## src/rtl/assert_macros.svh

```systemverilog
// Assertion macros shared by the frame encoder modules.
`ifndef ASSERT_MACROS_SVH
`define ASSERT_MACROS_SVH
`ifndef SYNTHESIS
// Check a property at every rising edge outside reset.
`define DLECRC_ASSERT(lbl, prop) \
	lbl: assert property (@(posedge clk) disable iff (!arst_n) (prop)) \
		else $error("dlecrc assertion failed");
// Check that an antecedent implies a consequent in the same cycle.
`define DLECRC_ASSERT_IMP(lbl, ante, cons) \
	lbl: assert property (@(posedge clk) disable iff (!arst_n) (ante) |-> (cons)) \
		else $error("dlecrc implication failed");
`else
`define DLECRC_ASSERT(lbl, prop)
`define DLECRC_ASSERT_IMP(lbl, ante, cons)
`endif
`endif

```

## src/rtl/dlecrc_pkg.sv

```systemverilog
// Shared types, symbol constants, slot codes and CRC helpers for the frame encoder.
package dlecrc_pkg;

	localparam logic [7:0]  SYM_SOH  = 8'h01;
	localparam logic [7:0]  SYM_EOT  = 8'h04;
	localparam logic [7:0]  SYM_DLE  = 8'h10;
	localparam logic [15:0] CRC_POLY = 16'h1021;

	// Output slots of one word, in wire order
	localparam int          SLOT_W        = 3;
	localparam int          NUM_SLOTS     = 8;
	localparam logic [2:0]  SLOT_SOH      = 3'd0;
	localparam logic [2:0]  SLOT_DLE_DATA = 3'd1;
	localparam logic [2:0]  SLOT_DATA     = 3'd2;
	localparam logic [2:0]  SLOT_DLE_LO   = 3'd3;
	localparam logic [2:0]  SLOT_CRC_LO   = 3'd4;
	localparam logic [2:0]  SLOT_DLE_HI   = 3'd5;
	localparam logic [2:0]  SLOT_CRC_HI   = 3'd6;
	localparam logic [2:0]  SLOT_EOT      = 3'd7;

	typedef struct packed {
		logic [7:0]  data;
		logic        first;
		logic        last;
		logic [15:0] crc;
	} item_t;

	// True for bytes that need a DLE in front of them
	function automatic logic needs_dle(input logic [7:0] b);
		return (b == SYM_SOH) || (b == SYM_EOT) || (b == SYM_DLE);
	endfunction

	// Fold one byte into the CRC, MSB first
	function automatic logic [15:0] crc_fold(input logic [15:0] crc, input logic [7:0] b);
		logic [15:0] c;
		c = crc ^ {b, 8'h00};
		for (int k = 0; k < 8; k++) begin
			if (c[15]) begin
				c = {c[14:0], 1'b0} ^ CRC_POLY;
			end else begin
				c = {c[14:0], 1'b0};
			end
		end
		return c;
	endfunction

endpackage

```

## src/rtl/dlecrc_framer.sv

```systemverilog
// Word holding register, slot walker and output byte register of the frame encoder.
`include "assert_macros.svh"
module dlecrc_framer import dlecrc_pkg::*; (
	input  logic       clk,
	input  logic       arst_n,
	input  logic       load,
	input  item_t      item,
	output logic       load_ok,
	output logic       out_valid,
	input  logic       out_ready,
	output logic [7:0] out_byte,
	output logic       run_last,
	output logic       frame_done
);

	item_t                item_s1;
	logic                 s1_valid_q;
	logic [SLOT_W-1:0]    slot_q;
	logic                 out_valid_q;
	logic [7:0]           out_byte_q;
	logic                 run_last_q;
	logic                 frame_done_q;

	logic [NUM_SLOTS-1:0] mask;
	logic [NUM_SLOTS-1:0] above;
	logic [SLOT_W-1:0]    next_slot;
	logic [SLOT_W-1:0]    start_slot;
	logic                 final_slot;
	logic                 emit;
	logic [7:0]           slot_byte;

	// Mark the slots this word sends
	always_comb begin
		mask                = '0;
		mask[SLOT_SOH]      = item_s1.first;
		mask[SLOT_DLE_DATA] = needs_dle(item_s1.data);
		mask[SLOT_DATA]     = 1'b1;
		mask[SLOT_DLE_LO]   = item_s1.last && needs_dle(item_s1.crc[7:0]);
		mask[SLOT_CRC_LO]   = item_s1.last;
		mask[SLOT_DLE_HI]   = item_s1.last && needs_dle(item_s1.crc[15:8]);
		mask[SLOT_CRC_HI]   = item_s1.last;
		mask[SLOT_EOT]      = item_s1.last;
	end

	// Find the next enabled slot after the current one
	always_comb begin
		for (int i = 0; i < NUM_SLOTS; i++) begin
			above[i] = mask[i] && (SLOT_W'(i) > slot_q);
		end
		next_slot = slot_q;
		for (int i = NUM_SLOTS - 1; i >= 0; i--) begin
			if (above[i]) begin
				next_slot = SLOT_W'(i);
			end
		end
		final_slot = (above == '0);
	end

	// Pick the opening slot of an incoming word
	always_comb begin
		if (item.first) begin
			start_slot = SLOT_SOH;
		end else if (needs_dle(item.data)) begin
			start_slot = SLOT_DLE_DATA;
		end else begin
			start_slot = SLOT_DATA;
		end
	end

	// Decode the byte of the current slot
	always_comb begin
		unique case (slot_q)
			SLOT_SOH:      slot_byte = SYM_SOH;
			SLOT_DLE_DATA: slot_byte = SYM_DLE;
			SLOT_DATA:     slot_byte = item_s1.data;
			SLOT_DLE_LO:   slot_byte = SYM_DLE;
			SLOT_CRC_LO:   slot_byte = item_s1.crc[7:0];
			SLOT_DLE_HI:   slot_byte = SYM_DLE;
			SLOT_CRC_HI:   slot_byte = item_s1.crc[15:8];
			SLOT_EOT:      slot_byte = SYM_EOT;
			default:       slot_byte = SYM_EOT;
		endcase
	end

	assign emit    = s1_valid_q && (!out_valid_q || out_ready);
	assign load_ok = !s1_valid_q || (emit && final_slot);

	// Hold the word and advance through its slots
	always_ff @(posedge clk or negedge arst_n) begin
		if (!arst_n) begin
			s1_valid_q <= 1'b0;
			slot_q     <= SLOT_SOH;
		end else begin
			if (load) begin
				s1_valid_q <= 1'b1;
				slot_q     <= start_slot;
			end else if (emit) begin
				if (final_slot) begin
					s1_valid_q <= 1'b0;
				end else begin
					slot_q <= next_slot;
				end
			end
		end
	end

	always_ff @(posedge clk) begin
		if (load) begin
			item_s1 <= item;
		end
	end

	// Output register: fill on emit, drop when taken
	always_ff @(posedge clk or negedge arst_n) begin
		if (!arst_n) begin
			out_valid_q <= 1'b0;
		end else if (emit) begin
			out_valid_q <= 1'b1;
		end else if (out_ready) begin
			out_valid_q <= 1'b0;
		end
	end

	always_ff @(posedge clk) begin
		if (emit) begin
			out_byte_q   <= slot_byte;
			run_last_q   <= final_slot;
			frame_done_q <= (slot_q == SLOT_EOT);
		end
	end

	assign out_valid  = out_valid_q;
	assign out_byte   = out_byte_q;
	assign run_last   = run_last_q;
	assign frame_done = frame_done_q;

	`DLECRC_ASSERT_IMP(a_slot_enabled, s1_valid_q, mask[slot_q])
	`DLECRC_ASSERT_IMP(a_done_is_last, out_valid_q && frame_done_q, run_last_q)
	`DLECRC_ASSERT_IMP(a_done_is_eot, out_valid_q && frame_done_q, out_byte_q == SYM_EOT)

endmodule

```

## src/rtl/dle_stuffed_frame_crc16_encoder_core.sv

```systemverilog
// Top level of the DLE-stuffed SOH/EOT frame encoder with CRC-16.
// Each input word is a frame byte flagged first and/or last. A first byte is
// preceded by SOH and restarts the CRC-16 (poly 0x1021, init 0, MSB first);
// SOH, EOT and DLE bytes go out behind a DLE; a last byte is followed by the
// stuffed CRC low byte, the stuffed CRC high byte and EOT, with frame_done on
// the EOT. run_last marks the final output byte caused by each input word.
// The block sends one output byte per cycle while out_ready stays high,
// through a single output register; a word makes 1 to 8 bytes. The next
// word is taken in the same cycle as the final byte of the current one moves
// into the output register, so words follow without gaps.
`include "assert_macros.svh"
module dle_stuffed_frame_crc16_encoder_core import dlecrc_pkg::*; (
	input  logic       clk,
	input  logic       arst_n,
	input  logic       in_valid,
	output logic       in_ready,
	input  logic [7:0] data_byte,
	input  logic       is_first,
	input  logic       is_last,
	output logic       out_valid,
	input  logic       out_ready,
	output logic [7:0] out_byte,
	output logic       run_last,
	output logic       frame_done
);

	logic [15:0] crc_q;
	logic [15:0] crc_base;
	logic [15:0] crc_next;
	logic        load;
	item_t       item;

	// Restart the CRC on a first byte, then fold the byte in
	assign crc_base = is_first ? 16'h0000 : crc_q;
	assign crc_next = crc_fold(crc_base, data_byte);
	assign load     = in_valid && in_ready;

	always_comb begin
		item.data  = data_byte;
		item.first = is_first;
		item.last  = is_last;
		item.crc   = crc_next;
	end

	// Hold the running CRC between words
	always_ff @(posedge clk or negedge arst_n) begin
		if (!arst_n) begin
			crc_q <= 16'h0000;
		end else if (load) begin
			crc_q <= crc_next;
		end
	end

	dlecrc_framer u_framer (
		.clk        (clk),
		.arst_n     (arst_n),
		.load       (load),
		.item       (item),
		.load_ok    (in_ready),
		.out_valid  (out_valid),
		.out_ready  (out_ready),
		.out_byte   (out_byte),
		.run_last   (run_last),
		.frame_done (frame_done)
	);

	`DLECRC_ASSERT(a_crc_restart, (load && is_first) |=> (crc_q == crc_fold(16'h0000, $past(data_byte))))
	`DLECRC_ASSERT(a_crc_hold, !load |=> $stable(crc_q))
	`DLECRC_ASSERT(a_out_after_load, (load && !out_valid) |-> ##[1:2] out_valid)

endmodule

```

## config.mk

```make
export PLATFORM = sky130hd
export DESIGN_NAME = dle_stuffed_frame_crc16_encoder_core
export DESIGN_NICKNAME = d
export VERILOG_FILES = /design/src/rtl/dlecrc_pkg.sv /design/src/rtl/dlecrc_framer.sv /design/src/rtl/dle_stuffed_frame_crc16_encoder_core.sv
export VERILOG_INCLUDE_DIRS = /design/src /design/src/rtl
export SDC_FILE = /design/constraint.sdc
export NUM_CORES = 1
export LEC_CHECK = 0
export BUFFER_PORTS_ARGS = -buffer_cell sky130_fd_sc_hd__buf_4
export CAP_MARGIN = 20
export CORE_MARGIN = 2
export CORE_UTILIZATION = 60
export CTS_CLUSTER_SIZE = 30
export DETAILED_ROUTE_END_ITERATION = 16
export GPL_TIMING_DRIVEN = 0
export PLACE_DENSITY = 0.8
export SLEW_MARGIN = 20
export SYNTH_ARGS = -nofsm -noshare
export SYNTH_HDL_FRONTEND = slang
export SYNTH_HIERARCHICAL = 1
export SYNTH_SLANG_ARGS = --single-unit
```

## constraint.sdc

```tcl
create_clock -name clk -period 6.1 [get_ports clk]
set_clock_uncertainty 0.05 [all_clocks]
set_input_delay 0.305 -clock clk [delete_from_list [all_inputs] [get_ports clk]]
set_output_delay 0.305 -clock clk [all_outputs]
set_load 0.02 [all_outputs]
```

=== Word-level counts from Yosys, hierarchy flattened ===
Cells that the tools add are included.

* Flip-flop bits (word level): 57
* Output and inout bits: 12

* Order comparisons: 8
* Equality and inequality tests: 20
* Mux-type cells: 28
* Bitwise operators: 9
* Reductions and logical operators: 33

{| class="wikitable"
|+ Operators with widths
! operator !! number
|-
| 13-bit two-way mux || 8
|-
| 8-bit case mux with 6 select lines || 1
|-
| 3-bit two-way mux || 12
|-
| 8-bit by 1-bit == test with 1-bit output, second input constant || 4
|-
| 8-bit by 3-bit == test with 1-bit output, second input constant || 4
|-
| 8-bit by 5-bit == test with 1-bit output, second input constant || 4
|-
| 3-bit inverter || 8
|-
| 16-bit two-way mux || 1
|-
| 16-bit bitwise XOR || 1
|-
| 3-bit == test, second input constant || 4
|-
| 3-bit > comparator, first input constant || 4
|-
| 1-bit logical AND || 12
|-
| 1-bit logical OR || 10
|-
| 9-bit nonzero test || 1
|-
| 8-bit logical NOT || 1
|-
| 3-bit by 2-bit == test with 1-bit output, second input constant || 2
|-
| 1-bit by 3-bit > comparator with 1-bit output, first input constant || 2
|-
| 2-bit by 3-bit > comparator with 1-bit output, first input constant || 2
|-
| 2-bit nonzero test || 3
|-
| 1-bit two-way mux || 5
|-
| 3-bit by 1-bit == test with 1-bit output, second input constant || 1
|-
| 3-bit logical NOT || 1
|-
| 3-bit AND reduction || 1
|-
| 3-bit OR reduction || 1
|-
| 4 further kinds || 5
|}

=== Logic depth before layout (Yosys ltp) ===
Gate-level depths: netlist (run 1).

* Depth in word-level cells: 18
* Gate-level depth with buffers: 12

=== Hierarchy ===
Netlist (run 1), hierarchy kept.

{| class="wikitable"
|+ Modules (own cells, without submodules)
! module !! times used !! cells each !! area each (um^2)
|-
| dlecrc_framer || 1 || 126 || 1747.9
|-
| dle_stuffed_frame_crc16_encoder_core || 1 || 126 || 1238.7
|}

=== Least setup slack after synthesis (run 1) ===
No wires, ideal clock.

* Path type: reg-to-reg
* Start point: register u_framer.slot_q[2]
* End point: register u_framer.slot_q[0]
* Arrival time: 2.955 ns
* Required time: 5.967 ns
* Slack: 3.012 ns
* Stages on the path, launching flop included: 13
* Clock period less this slack: 3.088 ns
* Cells stage by stage: dfrtp_1 -> buf_2 -> nor2b_1 -> a211o_1 -> nand2_1 -> nand2_1 -> nand2_1 -> inv_1 -> clkbuf_1 -> inv_1 -> nor2_1 -> nand2_1 -> a31oi_1

{| class="wikitable"
|+ RTL lines
! item !! line !! RTL
|-
| start: declaration || dlecrc_framer.sv:18 || <nowiki>logic [SLOT_W-1:0] slot_q;</nowiki>
|-
| start signal: assignment || dlecrc_framer.sv:96 || <nowiki>slot_q <= start_slot;</nowiki>
|-
| start signal: assignment || dlecrc_framer.sv:101 || <nowiki>slot_q <= next_slot;</nowiki>
|-
| 1-bit by 3-bit > comparator with 1-bit output (tied with other cells) || dlecrc_framer.sv:48 || <nowiki>above[i] = mask[i] && (SLOT_W'(i) > slot_q);</nowiki>
|-
| 1-bit logical AND || dlecrc_framer.sv:48 ||
|-
| 8-bit logical NOT * || dlecrc_framer.sv:56 || <nowiki>final_slot = (above == '0);</nowiki>
|-
| via u_framer.final_slot || dlecrc_framer.sv:28 || <nowiki>logic final_slot;</nowiki>
|-
| 1-bit logical AND * || dlecrc_framer.sv:86 || <nowiki>assign load_ok = !s1_valid_q || (emit && final_slot);</nowiki>
|-
| 1-bit logical OR * || dlecrc_framer.sv:86 ||
|-
| via in_ready || dle_stuffed_frame_crc16_encoder_core.sv:16 || <nowiki>output logic in_ready,</nowiki>
|-
| 1-bit logical AND * || dle_stuffed_frame_crc16_encoder_core.sv:36 || <nowiki>assign load = in_valid && in_ready;</nowiki>
|-
| via load || dle_stuffed_frame_crc16_encoder_core.sv:30 || <nowiki>logic load;</nowiki>
|-
| 9-bit nonzero test (no line) (tied with other cells) || - ||
|-
| 3-bit AND reduction (no line) || - ||
|}

Mark *: on every way through the listed nets, which the timed path passes. The rest lies on a longest branch. The select of a mux whose other input is x is not followed.
A chain may end at the register's enable or synchronous reset.

=== Final worst setup path (run 1) ===
* Start point: register u_framer.slot_q[0]
* End point: register crc_q[0]

* Longest elaborated chain between the ends: 6

{| class="wikitable"
|+ Ends and longest elaborated chain
! item !! line !! RTL
|-
| 1-bit by 3-bit > comparator with 1-bit output (tied with other cells) || dlecrc_framer.sv:48 ||
|-
| 1-bit logical AND || dlecrc_framer.sv:48 ||
|-
| 8-bit logical NOT * || dlecrc_framer.sv:56 ||
|-
| via u_framer.final_slot || dlecrc_framer.sv:28 ||
|-
| 1-bit logical AND * || dlecrc_framer.sv:86 ||
|-
| 1-bit logical OR * || dlecrc_framer.sv:86 ||
|-
| 1-bit logical AND * || dle_stuffed_frame_crc16_encoder_core.sv:36 ||
|-
| end signal: assignment || dle_stuffed_frame_crc16_encoder_core.sv:50 || <nowiki>crc_q <= crc_next;</nowiki>
|-
| end: declaration || dle_stuffed_frame_crc16_encoder_core.sv:27 || <nowiki>logic [15:0] crc_q;</nowiki>
|}

Mark *: on every way through the listed nets, which the timed path passes. The rest lies on a longest branch.

==> metrics.cfg, run 1 <==
[worst_hold_path]
min_to=u_framer/item_s1[16]
hold_path.class=input pin to register
holdPathStages=1
min-delay-start=is_last

[timing]
fin_crit_sh_pct=40.9
finalSetupTns_ns=0
fmax_mhz=401
setup_slack_ns=3.60
rsz0062_at_grt=false
slew_headroom_pct=56.3
maxSlewViolCount=0
finalHoldViolCount=0
worstMarginPinSlew_ns=0.651
setup_viol=0
min_period_ns=2.50
holdWs_ns=0.114

[final_layout]
final_cell_mix=35 x edfxtp_1, 28 x xnor2_1, 26 x buf_4
syn_to_final_growth_pct=13.1
fin_area_um2=3380
layout_commonest_cell=edfxtp_1
drive_gt1_share_pct=22.0
n_antenna_cell=0
nets=300

[synth]
synth.area.top_cells=edfxtp_1 35%, dfrtp_1 18%, xnor2_1 8.2%
synthArstFlopShare_pct=37.5
yosysWarnings=6
synth_edf_count=35
synth_top_area_share_pct=35.2
syn_area_per_cell_um2=11.9
yosysTopAreaCell=edfxtp_1
syn_inst=252
ys_seq_elements=56
ys_seq_area_share_pct=52.8
ys_types=48
synth_nets=266
ys.flop_type=edfxtp_1
netlist_area_um2=2990

[grt]
grt_pass1_wl_mm=9.07
grtUsageTotal_pct=22.6
antenna_found_initial=0
gr-total-overflow=0
grt_pass1_vias=1820
grt_max_degree=30

[clock_tree]
htree_levels=2
numCtsBuffers=5
cts_root_buf=clkbuf_8
clk_pin_slew_worst_paths_ns=0.10
cts_tree=yes
clock_latency_ns=0.31
clock_sinks=56
cts_resized=0
cts_buffer_depth=2

[placement]
io_buffer_count=25
place_area_um2=3280
place_hpwl_mm=4.17
routabilityCongestion=0.844
pre_cts_slack_ns=3.66

[critical_path]
cp_slowest_cell=dfrtp_1
crit_path_end_kind=register
slowest_delay_ns=0.52
arrival_ns=2.65
start_kind=register
critPathRequiredTime_ns=6.25
path_class=register to register
worstPathCellList=and3_4 -> a211o_1 -> nand2_1 -> nand2_1 -> nand2_1 -> inv_1 -> clkbuf_1 -> mux2_2
crit_top_cell=nand2_1
cp_max_fo=10
r2r-end=crc_q[0]
r2r_start=u_framer/slot_q[0]
reg2reg_setup_slack_ns=3.60
rr_worst_depth=8

[flow_run]
drv_cap=0

[floorplan]
core_area_um2=4750
dieArea_um2=5560
dieWidth_um=74.6
num_rows=25
ios=26
start_util_pct=62.8
die_h_um=74.6

[route]
vias=1987
ant_nets=0
drt_iter0_markers=109
wire_per_inst_um=15.9
vias_per_cell=5.61
drc=0
wl_mm=5.62
drtPass1Iterations=4

[pwr]
power_per_cell_area_nw_per_um2=534
irDropWorstVdd_mv=0.260
leakage_nw=1.31

[outcome]
status=finished clean

-- metrics by stage --
| stage | total power (W) | std cells | util (%) |
|---|---|---|---|
| after detailed placement | 0.00160 | 345 | 69.0 |
| final | 0.00180 | 354 | 71.1 |
| after global placement | 0.00157 | 344 | 68.5 |
| after global routing | 0.00192 | 354 | 71.1 |
| after floorplan | 0.00138 | 252 | - |
| after CTS | 0.00180 | 354 | 71.1 |
-- worst max-delay path by stage --
stage / startpoint / endpoint / depth (start not counted)
CTS: u_framer/slot_q[2] / crc_q[14] / 10
floorplan: u_framer/slot_q[2] / u_framer/slot_q[0] / 12
detailed placement: u_framer/slot_q[2] / crc_q[0] / 9
global route: u_framer/slot_q[2] / crc_q[13] / 10
global placement: u_framer/slot_q[0] / u_framer/slot_q[0] / 11
finish: u_framer/slot_q[0] / crc_q[0] / 8
-- state kept, by name (all words and copies together), names as in the netlist --
| register | count |
|---|---|
| u_framer/out_valid | 1 |
| u_framer/out_byte | 8 |
| u_framer/s1_valid_q | 1 |
| u_framer/run_last | 1 |
| u_framer/frame_done | 1 |
| u_framer/item_s1 | 25 |
| u_framer/slot_q | 3 |
| crc_q | 16 |
-- worst max-delay path: cells and delay by family, from the launching register on --
family / cells / cell delay, ns
flops: 1 / 0.52
buf+inv: 2 / 0.62
simple gates: 4 / 0.61
mux: 1 / 0.40
compound gates: 1 / 0.17
-- cells by family (layout without fill, tap and decap cells) --
logic type	count (synthesis)	count (layout)	share of synthesized area (%)
AOI/OAI and AO/OA	45	45	11.2
xor gates and xnor gates	41	41	14.2
buffers and inverters	23	58	3.23
DFF	56	56	52.8
muxes	17	17	6.49
and+or+nand+nor	70	70	12.1
-- power by group --
part,internal [W],total [W],switching [W]
registers,0.000614,0.000718,0.000105
clock network,0.0000820,0.000203,0.000121
logic,0.000416,0.000882,0.000466
-- synth_stat cells, types with 2 or more instances --
cell	count
edfxtp_1	35
xnor2_1	28
dfrtp_1	21
nand2_1	21
nor2_1	17
mux2_2	15
inv_1	11
o21ai_0	10
xor2_1	8
a22oi_1	6
clkbuf_1	6
nor2b_1	6
o21a_1	5
a31oi_1	4
buf_2	4
nand2b_1	4
nor3_1	4
nand3_1	3
nand4_1	3
o211ai_1	3
o22ai_1	3
xnor3_1	3
a21o_1	2
a21oi_1	2
and2_1	2
nor4_1	2
o211a_1	2
or4_1	2
-- layer usage --
layer | GRT usage, % | vias to the layer above | routed length [um]
li1 | - | 970 | -
met1 | 29.0 | 926 | 2400
met2 | 37.8 | 83 | 2770
met3 | 4.88 | 8 | 361
met4 | 8.53 | 0 | 95
met5 | 0 | - | 0
-- area by class of cell --
cell class	instances	area, um2
buffer	12	56.3
clock buffer	6	72.6
clock inverter	2	16.3
fill	351	1380
inverter	11	41.3
multi-input combinational	173	1310
sequential	56	1580
tap	67	83.8
timing repair buffer	27	218
-- timing repair --
action / CTS / global route
hold endpoints to repair: 21 / 0
buffers inserted: 0 / 0
hold buffers: 1 / 0
(Power assumes the default switching activity.)
==> inputs of run 2 (changes only) <==
--- a/config.mk
+++ b/config.mk
@@ -9,11 +9,11 @@
 export BUFFER_PORTS_ARGS = -buffer_cell sky130_fd_sc_hd__buf_4
 export CAP_MARGIN = 20
 export CORE_MARGIN = 2
-export CORE_UTILIZATION = 60
+export CORE_UTILIZATION = 53
 export CTS_CLUSTER_SIZE = 30
 export DETAILED_ROUTE_END_ITERATION = 16
 export GPL_TIMING_DRIVEN = 0
-export PLACE_DENSITY = 0.8
+export PLACE_DENSITY = 0.75
 export SLEW_MARGIN = 20
 export SYNTH_ARGS = -nofsm -noshare
 export SYNTH_HDL_FRONTEND = slang
==> constraint.sdc (replaced) <==
create_clock -name clk -period 2.25 [get_ports clk]
set_clock_uncertainty 0.05 [all_clocks]
set_input_delay 0.1125 -clock clk [delete_from_list [all_inputs] [get_ports clk]]
set_output_delay 0.1125 -clock clk [all_outputs]
set_load 0.02 [all_outputs]
==> run 2 against run 1 <==
Sequential share of layout area fell by 1.8 points. First-iteration DRC count fell by 32%. Fmax rose by 18%. Via count rose by 2.3%. Non-clock buffer count rose by 10. Combinational power rose to 2.8 times the previous value. Final cell count rose by 4.2%. Highest routed layer unchanged.
==> metrics.cfg, run 2 (synthesis results as in run 1) <==
[outcome]
status=finished clean

[grt]
grt_pass1_wl_mm=10.1  ; +11%
gr-usage-met3_pct=3.75  ; -1.1 points
gr-total-overflow=0  ; unchanged
grt_pass1_vias=2075  ; +14%
grt_busiest_layer=met2
grtUsageTotal_pct=21.1  ; -1.5 points
grt_max_degree=22  ; -27%
use_met2_pct=37.7  ; -0.046 points
antenna_found_initial=0  ; unchanged
use_met1_pct=26.1  ; -2.9 points

[critical_path]
critPathTopFamily=compound AO/OA/AOI/OAI gates
crit_buf_inv=3  ; +1
path_class=register to register
critPathRequiredTime_ns=2.43  ; -3.82 ns
start_kind=register
reg2reg_setup_slack_ns=0.14  ; -3.46 ns
cp_slowest_cell=dfrtp_1
cp_max_fo=10  ; unchanged
crit_path_end_kind=register
slowest_delay_ns=0.37  ; -0.15 ns
arrival_ns=2.29  ; -0.36 ns
worstPathCellList=clkbuf_4 -> nor2b_2 -> a211o_1 -> nand2_1 -> nand2_2 -> nand2_4 -> inv_2 -> buf_4 -> a32o_1 -> a31oi_1

[clock_tree]
clock_latency_ns=0.31  ; about the same
cts_buffer_depth=2  ; unchanged
cts_root_buf=clkbuf_8
numCtsBuffers=5  ; unchanged
clock_sinks=56  ; unchanged
clk_pin_slew_worst_paths_ns=0.10  ; about the same
cts_tree=yes
htree_levels=2  ; unchanged

[worst_hold_path]
hold_path.class=input pin to register

[route]
drtPass1Iterations=4  ; unchanged
vias_per_cell=5.51  ; -1.9%
wl_mm=6.13  ; +9.1%
drc=0  ; unchanged
drt_iter0_markers=74  ; -32%
wire_per_inst_um=16.6  ; +4.6%
vias=2032  ; +2.3%
ant_nets=0  ; unchanged

[pwr]
irDropWorstVdd_mv=0.800  ; +210%
leakage_nw=1.36  ; +3.7%
total_power_w=0.00500  ; +180%
power_per_cell_area_nw_per_um2=1420  ; +170%

[placement]
place_hpwl_mm=4.43  ; +6.3%
routabilityCongestion=0.909  ; +7.7%
io_buffer_count=25  ; unchanged
pre_cts_slack_ns=-0.206  ; -3.86 ns
place_area_um2=3270  ; -0.15%
placed_cells=349  ; +1.2%

[floorplan]
core_area_um2=5470  ; +15%
num_rows=27  ; +8.0%
die_h_um=79.1  ; +6.1%
start_util_pct=54.6  ; -8.2 points
dieWidth_um=79.1  ; +6.1%
ios=26  ; unchanged
dieArea_um2=6250  ; +12%

[final_layout]
nets=310  ; +3.3%
drive_gt1_share_pct=24.9  ; +3.0 points
nFillCells=432  ; +23%
max_flop_register=u_framer/item_s1
syn_to_final_growth_pct=17.7
layout_commonest_cell=edfxtp_1
fin_area_um2=3520  ; +4.1%
n_antenna_cell=0  ; unchanged
fin_cells=369  ; +4.2%
final_cell_mix=35 x edfxtp_1, 30 x buf_4, 28 x xnor2_1
largest_register_ffs=25  ; unchanged

[timing]
min_period_ns=2.11  ; -0.386 ns
finalHoldViolCount=0  ; unchanged
finalSetupTns_ns=0  ; unchanged
worstMarginPinSlew_ns=0.626  ; -0.0252 ns
fin_crit_sh_pct=93.8  ; +53 points
rsz0062_at_grt=false
maxSlewViolCount=0  ; unchanged
fmax_mhz=474  ; +18%
slew_headroom_pct=58.0  ; +1.7 points
setup_viol=0  ; unchanged
setup_slack_ns=0.140  ; -3.46 ns

[flow_run]
drv_cap=0  ; unchanged

-- run 2: cell types whose count changed in the layout (fill, tap and decap cells not counted), moves of 2 or more --
cell | previous run | this run
dlygate4sd3_1 | 1 | 8
clkbuf_1 | 6 | 4
inv_1 | 11 | 9
nand2_1 | 21 | 19
clkinvlp_4 | 1 | 3
buf_4 | 26 | 30
clkbuf_2 | 2 | 0
-- run 2: area by class of cell --
| cell class | count | area, um2 | area share (%) |
|---|---|---|---|
| buffer | 12 | 82.6 | 2.35 |
| tap | 72 | 90.1 | 2.56 |
| inverter | 11 | 45.0 | 1.28 |
| multi-input combinational | 173 | 1330 | 37.8 |
| clock buffer | 5 | 68.8 | 1.96 |
| timing repair buffer | 37 | 304 | 8.65 |
| sequential | 56 | 1580 | 44.9 |
| clock inverter | 3 | 18.8 | 0.534 |
-- run 2: repair_timing --
item | in CTS | in global routing
hold buffers | 8 | 0
setup endpoints to repair | 18 | 11
gates cloned | 1 | 0
setup buffers | 1 | 2
hold endpoints to repair | 28 | 0
pin swaps | 1 | 2
gates resized for setup | 5 | 10
-- run 2: layer usage --
metal	wire, um	part of all wire, %	up-vias
li1	-	-	992
met1	2620	43	982
met2	3180	52	48
met3	221	3.6	10
met4	110	1.8	0
met5	0	0	-
-- run 2: path summary, 6_finish.rpt --
path / endpoint / cells past startpoint / start
max: crc_q[14] / 10 / u_framer/slot_q[2]
min: u_framer/item_s1[25] / 1 / data_byte[7]
max reg2reg: crc_q[14] / 10 / u_framer/slot_q[2]
min reg2reg: u_framer/out_valid / 1 / u_framer/s1_valid_q
max in group asynchronous: u_framer/slot_q[0] / 2 / arst_n
min in group asynchronous: crc_q[9] / 2 / arst_n
-- run 2: per-stage QoR --
| step | hold WS (ns) | util [%] |
|---|---|---|
| 6_report | 0.0105 | 64.2 |
| 5_1_grt | 0.00268 | 64.2 |
| 4_1_cts | 0.00340 | 63.6 |
| 3_5_place_dp | -0.0290 | 59.8 |
| 3_3_place_gp | -0.0291 | 59.8 |
| 2_1_floorplan | -0.233 | - |
-- run 2: power breakdown --
group / leakage [nW] / switching (W) / internal, W
registers: 0.579 / 0.000299 / 0.00167
logic: 0.740 / 0.00129 / 0.00120
clock network: 0.0378 / 0.000327 / 0.000216
==> inputs of run 3 (changes only) <==
--- a/config.mk
+++ b/config.mk
@@ -9,11 +9,12 @@
 export BUFFER_PORTS_ARGS = -buffer_cell sky130_fd_sc_hd__buf_4
 export CAP_MARGIN = 20
 export CORE_MARGIN = 2
-export CORE_UTILIZATION = 53
+export CORE_UTILIZATION = 60
 export CTS_CLUSTER_SIZE = 30
 export DETAILED_ROUTE_END_ITERATION = 16
 export GPL_TIMING_DRIVEN = 0
-export PLACE_DENSITY = 0.75
+export PLACE_DENSITY = 0.8
+export RECOVER_POWER = 50
 export SLEW_MARGIN = 20
 export SYNTH_ARGS = -nofsm -noshare
 export SYNTH_HDL_FRONTEND = slang
==> constraint.sdc (replaced) <==
create_clock -name clk -period 2.5 [get_ports clk]
set_clock_uncertainty 0.05 [all_clocks]
set_input_delay 0.125 -clock clk [delete_from_list [all_inputs] [get_ports clk]]
set_output_delay 0.125 -clock clk [all_outputs]
set_load 0.02 [all_outputs]
==> run 3 against run 2 <==
Critical path depth is 2 higher. First-iteration DRC count increased by 72%. Routed wire length down 6.8%. Register-to-register slack gained 0.05 ns. Fmax fell by 8.7%. Largest cell class unchanged. Via count decreased by 0.49%. Sequential share of layout area up 1.7 points. Combinational power decreased by 16%.
==> metrics.cfg, run 3 (synthesis results as in run 1) <==
[critical_path]
arrival_ns=2.45  ; +0.16 ns
path_class=register to register
slowest_delay_ns=0.37  ; about the same
cp_slowest_cell=dfrtp_1
critPathTopFamily=simple AND/OR/NAND/NOR gates
cp_max_fo=19  ; +9
start_kind=register
crit_start=u_framer/slot_q[2]
rr_worst_depth=12  ; +2
reg2reg_setup_slack_ns=0.19  ; +0.05 ns
r2r-end=u_framer/slot_q[1]
r2r_start=u_framer/slot_q[2]
critPathRequiredTime_ns=2.64  ; +0.21 ns
crit_top_cell=nand2_1
crit_buf_inv=4  ; +1
worstPathCellList=buf_2 -> and3_4 -> a211o_1 -> nand2_1 -> nand2_1 -> nand2_2 -> inv_2 -> clkbuf_16 -> inv_1 -> nor2_1 -> nand2b_1 -> o211ai_1
cp.depth=12  ; +2
setup.worst_path.end=u_framer/slot_q[1]
crit_path_end_kind=register

[timing]
fin_crit_sh_pct=92.4  ; -1.4 points
maxSlewViolCount=0  ; unchanged
holdWs_ns=0.0658  ; +0.0554 ns
worstMarginPinSlew_ns=1.20  ; +0.574 ns
fmax_mhz=433  ; -8.7%
setup_viol=0  ; unchanged
slew_headroom_pct=20.0  ; -38 points
min_period_ns=2.31  ; +0.200 ns
finalHoldViolCount=0  ; unchanged
rsz0062_at_grt=false

[outcome]
status=finished clean

[route]
ant_nets=0  ; unchanged
drc=0  ; unchanged
wire_per_inst_um=15.8  ; -4.7%
vias=2022  ; -0.49%
drt_iter0_markers=127  ; +72%
drtPass1Iterations=4  ; unchanged
vias_per_cell=5.60  ; +1.7%
wl_mm=5.71  ; -6.8%

[grt]
antenna_found_initial=0  ; unchanged
grt_pass1_vias=1945  ; -6.3%
grtUsageTotal_pct=22.6  ; +1.5 points
grt_max_degree=38  ; +73%
gr-total-overflow=0  ; unchanged
grt_pass1_wl_mm=9.14  ; -9.6%

[final_layout]
nets=307  ; -0.97%
final_cell_mix=35 x edfxtp_1, 28 x xnor2_1, 26 x clkbuf_1
max_flop_register=u_framer/item_s1
n_antenna_cell=0  ; unchanged
fin_area_um2=3390  ; -3.6%
drive_gt1_share_pct=15.6  ; -9.3 points
largest_register_ffs=25  ; unchanged
layout_commonest_cell=edfxtp_1
syn_to_final_growth_pct=13.4

[placement]
io_buffer_count=25  ; unchanged
routabilityCongestion=0.831  ; -8.6%
place_area_um2=3260  ; -0.38%
place_hpwl_mm=4.12  ; -6.9%

[clock_tree]
clock_sinks=56  ; unchanged
numCtsBuffers=5  ; unchanged
cts_tree=yes
clock_latency_ns=0.31  ; about the same
cts_buffer_depth=2  ; unchanged
cts_root_buf=clkbuf_8
htree_levels=2  ; unchanged
clk_pin_slew_worst_paths_ns=0.10  ; about the same

[floorplan]
num_rows=25  ; -7.4%
dieWidth_um=74.6  ; -5.7%
die_h_um=74.6  ; -5.7%
dieArea_um2=5560  ; -11%
ios=26  ; unchanged
core_area_um2=4750  ; -13%
start_util_pct=62.8  ; +8.2 points

[flow_run]
drv_cap=0  ; unchanged

[pwr]
irDropWorstVdd_mv=0.743  ; -7.1%
power_per_cell_area_nw_per_um2=1280  ; -9.9%
leakage_nw=1.27  ; -6.3%

[worst_hold_path]
hold_path.class=input pin to register

==> run 3: cell count changes in the layout (fill, tap and decap cells not counted), sizes merged <==
cell      delta
buf         -25
clkbuf      +22
clkinv       +1
clkinvlp     -3
inv          +2
==> run 3: how the worst min path moves through the flow <==
| stage | startpoint | endpoint | slack [ns] | depth (start not counted) |
|---|---|---|---|---|
| 3_5_place_dp | arst_n | crc_q[4] | -0.02 | 1 |
| 2_1_floorplan | arst_n | crc_q[0] | -0.22 | 0 |
| 3_3_place_gp | arst_n | crc_q[15] | -0.02 | 1 |
| 4_1_cts | data_byte[4] | u_framer/item_s1[22] | 0.004 | 1 |
| 6_report | out_ready | u_framer/out_valid | 0.07 | 3 |
| 5_1_grt | out_ready | u_framer/out_valid | 0.07 | 3 |
==> run 3: routing by layer <==
| metal | GRT usage [%] | up-vias | routed length [um] |
|---|---|---|---|
| met1 | 28.8 | 964 | 2440 |
| met5 | 0 | - | 0 |
| li1 | - | 989 | - |
| met3 | 4.34 | 10 | 271 |
| met4 | 9.33 | 0 | 108 |
| met2 | 38.1 | 59 | 2890 |
==> run 3: worst reg2reg max path: cells and delay by family (launching register included) <==
kind / cells / cell delay (ns)
compound gates: 2 / 0.39
buf+inv: 4 / 0.65
flops: 1 / 0.37
simple gates: 6 / 0.74
==> run 3: per-stage QoR <==
stage	setup WS, ns	total power [W]	setup TNS, ns	instances	utilization (%)
6_report	0.190	0.00434	0	361	71.3
5_1_grt	0.0206	0.00465	0	361	71.3
4_1_cts	0.0307	0.00441	0	360	72.6
2_1_floorplan	0.195	0.00335	0	252	-
3_3_place_gp	-0.142	0.00382	-0.234	344	68.6
3_5_place_dp	-0.210	0.00388	-0.342	344	68.6
==> run 3: timing repair <==
item	CTS	global route
buffers inserted	0	0
hold buffers	8	0
hold endpoints to repair	28	0
resized for setup	3	4
gates cloned	0	1
endpoints found under the setup margin	5	12
==> run 3: area by class of cell <==
cell class / instances / area, um2
multi-input combinational: 173 / 1320
sequential: 56 / 1580
timing repair buffer: 34 / 204
inverter: 11 / 41.3
clock inverter: 3 / 22.5
buffer: 12 / 72.6
clock buffer: 5 / 68.8
fill: 369 / 1370
tap: 67 / 83.8
==> run 3: power by group <==
part | total, W | internal (W) | switching [W]
clock network | 0.000495 | 0.000201 | 0.000294
registers | 0.00175 | 0.00150 | 0.000250
logic | 0.00210 | 0.000958 | 0.00114
